==> config.mk <==
export PLATFORM = sky130hd
export DESIGN_NAME = bank_ctrl
export DESIGN_NICKNAME = d
export VERILOG_FILES = /design/src/rtl/core/bank_pkg.sv /design/src/rtl/core/bank_ctrl.sv
export SDC_FILE = /design/constraint.sdc
export NUM_CORES = 1
export LEC_CHECK = 0
export BUFFER_PORTS_ARGS = -buffer_cell sky130_fd_sc_hd__buf_2
export CORE_AREA = 2 2 43 45
export CTS_CLUSTER_DIAMETER = 80
export DETAILED_ROUTE_END_ITERATION = 10
export DIE_AREA = 0 0 45 47
export PLACE_DENSITY = 0.57
export SYNTH_ARGS = -nofsm -noshare
export SYNTH_HDL_FRONTEND = slang
export SYNTH_SLANG_ARGS = --single-unit
==> constraint.sdc <==
create_clock -name clock -period 2.8 [get_ports clock]
set_input_delay 0.28 -clock clock [delete_from_list [all_inputs] [get_ports clock]]
set_output_delay 0.28 -clock clock [all_outputs]
set_load 0.02 [all_outputs]
==> src/rtl/core/bank_pkg.sv <==
`default_nettype none

package bank_pkg;

   localparam int PROCESSES = 8;
   localparam int RESOURCES = 4;

   localparam int PIDX_W = (PROCESSES > 1) ? $clog2(PROCESSES) : 1;
   localparam int RIDX_W = (RESOURCES > 1) ? $clog2(RESOURCES) : 1;
   localparam int CNT_W  = $clog2(PROCESSES + 1);
   // work vector holds available plus every allocation
   localparam int WORK_W = 8 + $clog2(PROCESSES + 1);

   localparam int OPC_W  = 2;
   localparam int PIN_W  = 3;
   localparam int RIN_W  = 2;
   localparam int AMT_W  = 8;
   localparam int STAT_W = 3;

   localparam logic [OPC_W-1:0] OP_CLAIM   = 2'd0;
   localparam logic [OPC_W-1:0] OP_AVAIL   = 2'd1;
   localparam logic [OPC_W-1:0] OP_REQUEST = 2'd2;

   localparam logic [STAT_W-1:0] ST_TAKEN   = 3'd0;
   localparam logic [STAT_W-1:0] ST_GRANTED = 3'd1;
   localparam logic [STAT_W-1:0] ST_NEED    = 3'd2;
   localparam logic [STAT_W-1:0] ST_AVAIL   = 3'd3;
   localparam logic [STAT_W-1:0] ST_UNSAFE  = 3'd4;

   typedef logic [AMT_W-1:0] amount_type;
   typedef amount_type [RESOURCES-1:0] row_type;

   typedef struct packed {
      logic take_item;
      logic decide;
      logic scan_step;
      logic rollback;
      logic emit;
      logic clear_request;
   } bank_cmd_type;

   typedef struct packed {
      logic out_free;
      logic item_final;
      logic deny;
      logic scan_done;
      logic scan_safe;
      logic emit_last;
   } bank_stat_type;

endpackage

`default_nettype wire

==> src/rtl/core/bank_ctrl.sv <==
`default_nettype none

module bank_ctrl import bank_pkg::*; (
   input  logic          clock,
   input  logic          reset,
   input  logic          req_valid,
   output logic          req_ready,
   input  bank_stat_type stat,
   output bank_cmd_type  cmd
);

   typedef enum logic [4:0] {
      S_IDLE   = 5'b00001,
      S_DECIDE = 5'b00010,
      S_SCAN   = 5'b00100,
      S_UNDO   = 5'b01000,
      S_EMIT   = 5'b10000
   } state_type;

   state_type state_ff, state_in;

   always_comb begin
      state_in  = state_ff;
      cmd       = '0;
      req_ready = 1'b0;
      case (state_ff)
         S_IDLE: begin
            req_ready = stat.out_free;
            if (req_valid && stat.out_free) begin
               cmd.take_item = 1'b1;
               if (stat.item_final) begin
                  state_in = S_DECIDE;
               end
            end
         end
         S_DECIDE: begin
            if (stat.out_free) begin
               cmd.decide = 1'b1;
               if (stat.deny) begin
                  cmd.clear_request = 1'b1;
                  state_in          = S_IDLE;
               end else begin
                  state_in = S_SCAN;
               end
            end
         end
         S_SCAN: begin
            if (stat.scan_done) begin
               if (stat.scan_safe) begin
                  cmd.clear_request = 1'b1;
                  state_in          = S_EMIT;
               end else begin
                  // request buffer still needed to undo the commit
                  state_in = S_UNDO;
               end
            end else begin
               cmd.scan_step = 1'b1;
            end
         end
         S_UNDO: begin
            if (stat.out_free) begin
               cmd.rollback      = 1'b1;
               cmd.clear_request = 1'b1;
               state_in          = S_IDLE;
            end
         end
         S_EMIT: begin
            if (stat.out_free) begin
               cmd.emit = 1'b1;
               if (stat.emit_last) begin
                  state_in = S_IDLE;
               end
            end
         end
         default: begin
            state_in = S_IDLE;
         end
      endcase
   end

   always_ff @(posedge clock) begin
      if (reset) begin
         state_ff <= S_IDLE;
      end else begin
         state_ff <= state_in;
      end
   end

endmodule

`default_nettype wire

==> results of run 1 <==
[cells by family (layout without fill, tap and decap cells)]
logic type | count (synthesis) | in the layout
buffers and inverters | 6 | 22
muxes | 3 | 3
AOI/OAI and AO/OA | 7 | 7
DFF | 5 | 5
xor gates and xnor gates | 1 | 1
and+or+nand+nor | 34 | 34
[where the power goes]
part | internal, W | switching (W) | total, W
sequential | 0.0000846 | 0.0000290 | 0.000114
clock | 0.0000539 | 0.0000301 | 0.0000840
combinational | 0.0000843 | 0.0000926 | 0.000177
[cell usage after synthesis, types with 2 or more instances]
master	n	share of area, %
inv_1	3	2.6
nand3_1	3	3.5
nor2b_1	2	2.9
and3_1	3	4.4
mux2i_1	3	7.1
nor3b_1	2	3.5
buf_2	2	2.4
nor2_1	8	7.1
nor3_1	2	2.4
nand2_1	6	5.3
dfxtp_1	5	24
[metrics by stage]
stage | hold slack (ns) | cells | worst slack (ns) | cell area [µm²] | util (%)
floorplan | 0.3937 | 56 | 0.8963 | 425.4 | -
global placement | 0.5585 | 85 | 1.153 | 500.5 | 30.30
detailed placement | 0.5709 | 85 | 1.120 | 500.5 | 30.30
CTS | 0.3283 | 89 | 0.8557 | 526.8 | 31.89
finish | 0.3338 | 89 | 0.8685 | 526.8 | 31.89
global route | 0.3397 | 89 | 0.7736 | 526.8 | 31.89
[layer usage]
metal	wire length [µm]	vias up	global-route usage, %
li1	-	231	-
met1	465	216	12.61
met2	580	15	19.71
met3	77	0	4.615
met4	0	0	2.353
met5	0	-	0
[worst reg2reg max path, stage by stage (launching register included)]
cell	delay [ns]
dfxtp_1	0.48
nor2_2	0.10
nand4b_1	0.19
o2111ai_2	0.29
a22o_1	0.26
[final timing paths]
check / end / slack, ns / cells after the start
max: cmd[0] / 0.87 / 4
min: state_ff[3] / 0.33 / 4
max reg2reg: state_ff[4] / 1.37 / 4
min reg2reg: state_ff[3] / 0.58 / 2
[cell type report]
type                            count  area share (%)
Clock buffer                        4           4.988
Inverter                            3           2.138
Multi-Input combinational cell     45           55.58
Sequential cell                     5           19.00
Tap cell                           17           4.038
Timing Repair Buffer               15           14.25
==> impl_metrics.yaml, run 1 <==
status:
  status: "completed"
synth:
  syn_avg_cell_area_um2: 7.597
  muxShareOfSynthArea_pct: 7.059
  yosys_warnings: 0
  ys_seq_area_share_pct: 23.53
  syn_inst: 56
  synthAdderAreaFrac_pct: 0
  ys.flop_type: "dfxtp_1"
  ys_ff_latch: 5
  synthArstFlopShare_pct: 0
  synth_compound_area_share_pct: 15.00
  synth_edf_count: 0
  syn_area_um2: 425.4
  synth_fp_nets: 65
  synth_top_family_by_area: "simple AND/OR/NAND/NOR gates"
  synthXorXnorAreaFrac_pct: 2.059
  synthSimpleGateAreaFrac_pct: 44.71
  synth_cell_type_count: 28
flow_run:
  max_cap_violations: 0
final_layout:
  reg_top3: "state_ff: 5 flops"
  largest_reg_flops: 5
  antenna_cells: 0
  multi_input_area_um2: 292.8
  syn2layout_area_growth_pct: 23.82
  final_common_cell: "buf_2"
  regArea_um2: 100.1
  nNetsFinal: 82
  nFillCells: 193
  regMostFlops: "state_ff"
  drive_gt1_share_pct: 34.72
  final_cell_mix: "buf_2, nor2_1, nand2_1, dfxtp_1"
sta:
  finalHoldViolations: 0
  finalClockSkew_ns: 0.0009935
  max_freq_mhz: 517.7
  tns_ns: 0
  slew_headroom_pct: 71.53
  period_share_pct: 68.98
  slew_violations: 0
  setup_violations: 0
  min_period_ns: 1.931
  tightest_slew_ns: 0.4271
  rsz0062_at_grt: "false"
routing:
  drt_iter0_drc: 17
  vias: 462
  first_pass_iters: 4
  via_per_inst: 5.191
  drc: 0
  wl_per_cell_um: 12.61
  drtAntennaViolNets: 0
  totalWireLength_um: 1122
clocking:
  clk_path_buf_depth: 2
  ctsHoldBuffers: 0
  root_buffer: "clkbuf_4"
  cts_max_level: 1
  cts_tree: "built"
  cts_made_buffers: 3
  numClockSinks: 5
  postCtsSetupBuffers: 0
  clk_latency_ns: 0.24
  ctsResizeCount: 0
  clk_pin_slew_ns: 0.04
place:
  globalplace.congestion: 0.7650
  numPortBuffers: 15
  dpl.hpwl_um: 866.6
critical_path:
  required_ns: 2.52
  worstReg2RegStart: "state_ff[3]"
  cp_top_family: "simple AND/OR/NAND/NOR gates"
  endpoint_kind: "output pin"
  worstSetupPathType: "reg2out"
  critPathLaunchType: "flip-flop"
  cp.arrival_ns: 1.65
  critPathSlowestCell: "or3_4"
  cp_max_fo: 8
  crit_start: "state_ff[4]"
  critPathBufInv: 1
  crit_chain: "or3_4 > nor3_1 > a211o_1 > buf_2"
  slowest_delay_ns: 0.42
die:
  fp.coreArea_um2: 1652
  die_x_um: 45
  io_pins: 16
  start_util_pct: 25.76
  die_height_um: 47
  num_rows: 15
  die-area_um2: 2115
global_routing:
  grt.overflow.total: 0
  grt_pass1_vias: 394
  grt_pass1_wl_um: 1697
  antenna_found_initial: 0
  track_usage_pct: 11.15
  grt_max_degree: 10
min_path:
  min_from: "stat[1]"
  hp-class: "in2reg"
power:
  power.leakage_nw: 0.2723
  powerDensity_nw_per_um2: 710.9
  finalPower_w: 0.0003745
  peakVddDrop_v: 0.0002887
(Power assumes the default switching activity.)
==> run 2, diff against run 1 <==
- clock period: 2.8 -> 2 ns (I/O delays scaled with it)
==> impl_metrics.yaml, run 2 (synthesized netlist as in run 1, its figures left out) <==
final_layout:
  stdcell_area_um2: 526.8
  final_cells: 89
  regMostFlops: "state_ff"
  final_cell_mix: "buf_2, nor2_1, nand2_1, dfxtp_1"
  reg_top3: "state_ff: 5 flops"
  nNetsFinal: 82
  drive_gt1_share_pct: 34.72
  syn2layout_area_growth_pct: 23.82
  antenna_cells: 0
  final_common_cell: "buf_2"
  largest_reg_flops: 5
place:
  globalplace.congestion: 0.7612
  placed_cells: 85
  dpl_cell_area_um2: 500.5
  dpl.hpwl_um: 876.2
  numPortBuffers: 15
global_routing:
  grt_pass1_wl_um: 1876
  track_usage_pct: 12.83
  grt_pass1_vias: 396
  antenna_found_initial: 0
  grt.overflow.total: 0
  grt_max_degree: 10
routing:
  first_pass_iters: 4
  drtAntennaViolNets: 0
  wl_per_cell_um: 12.67
  vias: 444
  drc: 0
  via_per_inst: 4.989
  totalWireLength_um: 1128
  drt_iter0_drc: 15
min_path:
  hold_path_end: "state_ff[2]"
  hold_depth: 2
  min_from: "reset"
  hp-class: "in2reg"
critical_path:
  reg2regPathDepth: 4
  cp_max_fo: 8
  critPathLaunchType: "flip-flop"
  worstSetupPathType: "reg2out"
  reg2reg_slack_ns: 0.58
  required_ns: 1.80
  worstReg2RegStart: "state_ff[3]"
  timing.rr.end: "state_ff[4]"
  endpoint_kind: "output pin"
  cp.arrival_ns: 1.66
sta:
  slew_headroom_pct: 73.39
  rsz0062_at_grt: "false"
  slew_violations: 0
  min_period_ns: 1.863
  setup_violations: 0
  finalClockSkew_ns: 0.001403
  max_freq_mhz: 536.9
  finalHoldViolations: 0
  tns_ns: 0
  tightest_slew_ns: 0.3992
  period_share_pct: 93.13
die:
  io_pins: 16
  die_height_um: 47
  num_rows: 15
  fp.coreArea_um2: 1652
  die-area_um2: 2115
  start_util_pct: 25.76
  die_x_um: 45
flow_run:
  max_cap_violations: 0
clocking:
  ctsResizeCount: 0
  root_buffer: "clkbuf_4"
  cts_made_buffers: 3
  ctsHoldBuffers: 0
  clk_path_buf_depth: 2
  cts_max_level: 1
  clk_latency_ns: 0.24
  clk_pin_slew_ns: 0.04
  cts_tree: "built"
  postCtsSetupBuffers: 0
  numClockSinks: 5
power:
  peakVddDrop_v: 0.0002760
  powerDensity_nw_per_um2: 997.3
  power.leakage_nw: 0.2723
status:
  status: "completed"
run 2: cell counts in the layout (fill, tap and decap cells not counted):
No cell type changed its count.
run 2: area by class of cell:
class                   count  area [µm²]
inverters                   3       11.26
clock buffers               4       26.28
repair buffers             15       75.07
flip-flops and latches      5       100.1
multi-input cells          45       292.8
fillers                   188        1125
well taps                  17       21.27
run 2: routing by layer:
metal / global-route usage, % / share of wire (%) / wire length [µm] / vias to the layer above
li1: - / - / - / 229
met5: 0 / 0 / 0 / -
met2: 20.29 / 50 / 559 / 15
met1: 15.86 / 43 / 480 / 198
met4: 3.529 / 1.9 / 21 / 0
met3: 5.769 / 5.9 / 67 / 2
run 2: report_power, final:
group	switching (W)	internal [W]
clock network	0.0000454	0.0000757
logic	0.000128	0.000118
registers	0.0000397	0.000118
run 2: how the worst max path moves through the flow:
stage,depth (start not counted),startpoint,slack [ns],to
5_1_grt,4,state_ff[4],0.005,cmd[5]
2_1_floorplan,4,state_ff[4],0.18,cmd[0]
6_report,4,state_ff[4],0.14,cmd[5]
3_3_place_gp,4,state_ff[4],0.44,cmd[0]
4_1_cts,4,state_ff[4],0.11,cmd[5]
3_5_place_dp,4,state_ff[4],0.39,cmd[5]
run 2: worst max-delay path, stage by stage, from the launching register on:
cell	delay [ns]
dfxtp_1	0.38
or3_4	0.42
nor3b_2	0.26
and3_2	0.20
buf_2	0.15
run 2: through the flow:
stage	utilization [%]	setup slack, ns	power [W]	hold slack [ns]
2_1_floorplan	-	0.1763	0.0003479	0.3137
3_3_place_gp	30.30	0.4358	0.0004019	0.5027
3_5_place_dp	30.30	0.3875	0.0004047	0.5066
4_1_cts	31.89	0.1149	0.0005335	0.2406
5_1_grt	31.89	0.005420	0.0005756	0.2619
6_report	31.89	0.1373	0.0005253	0.2514
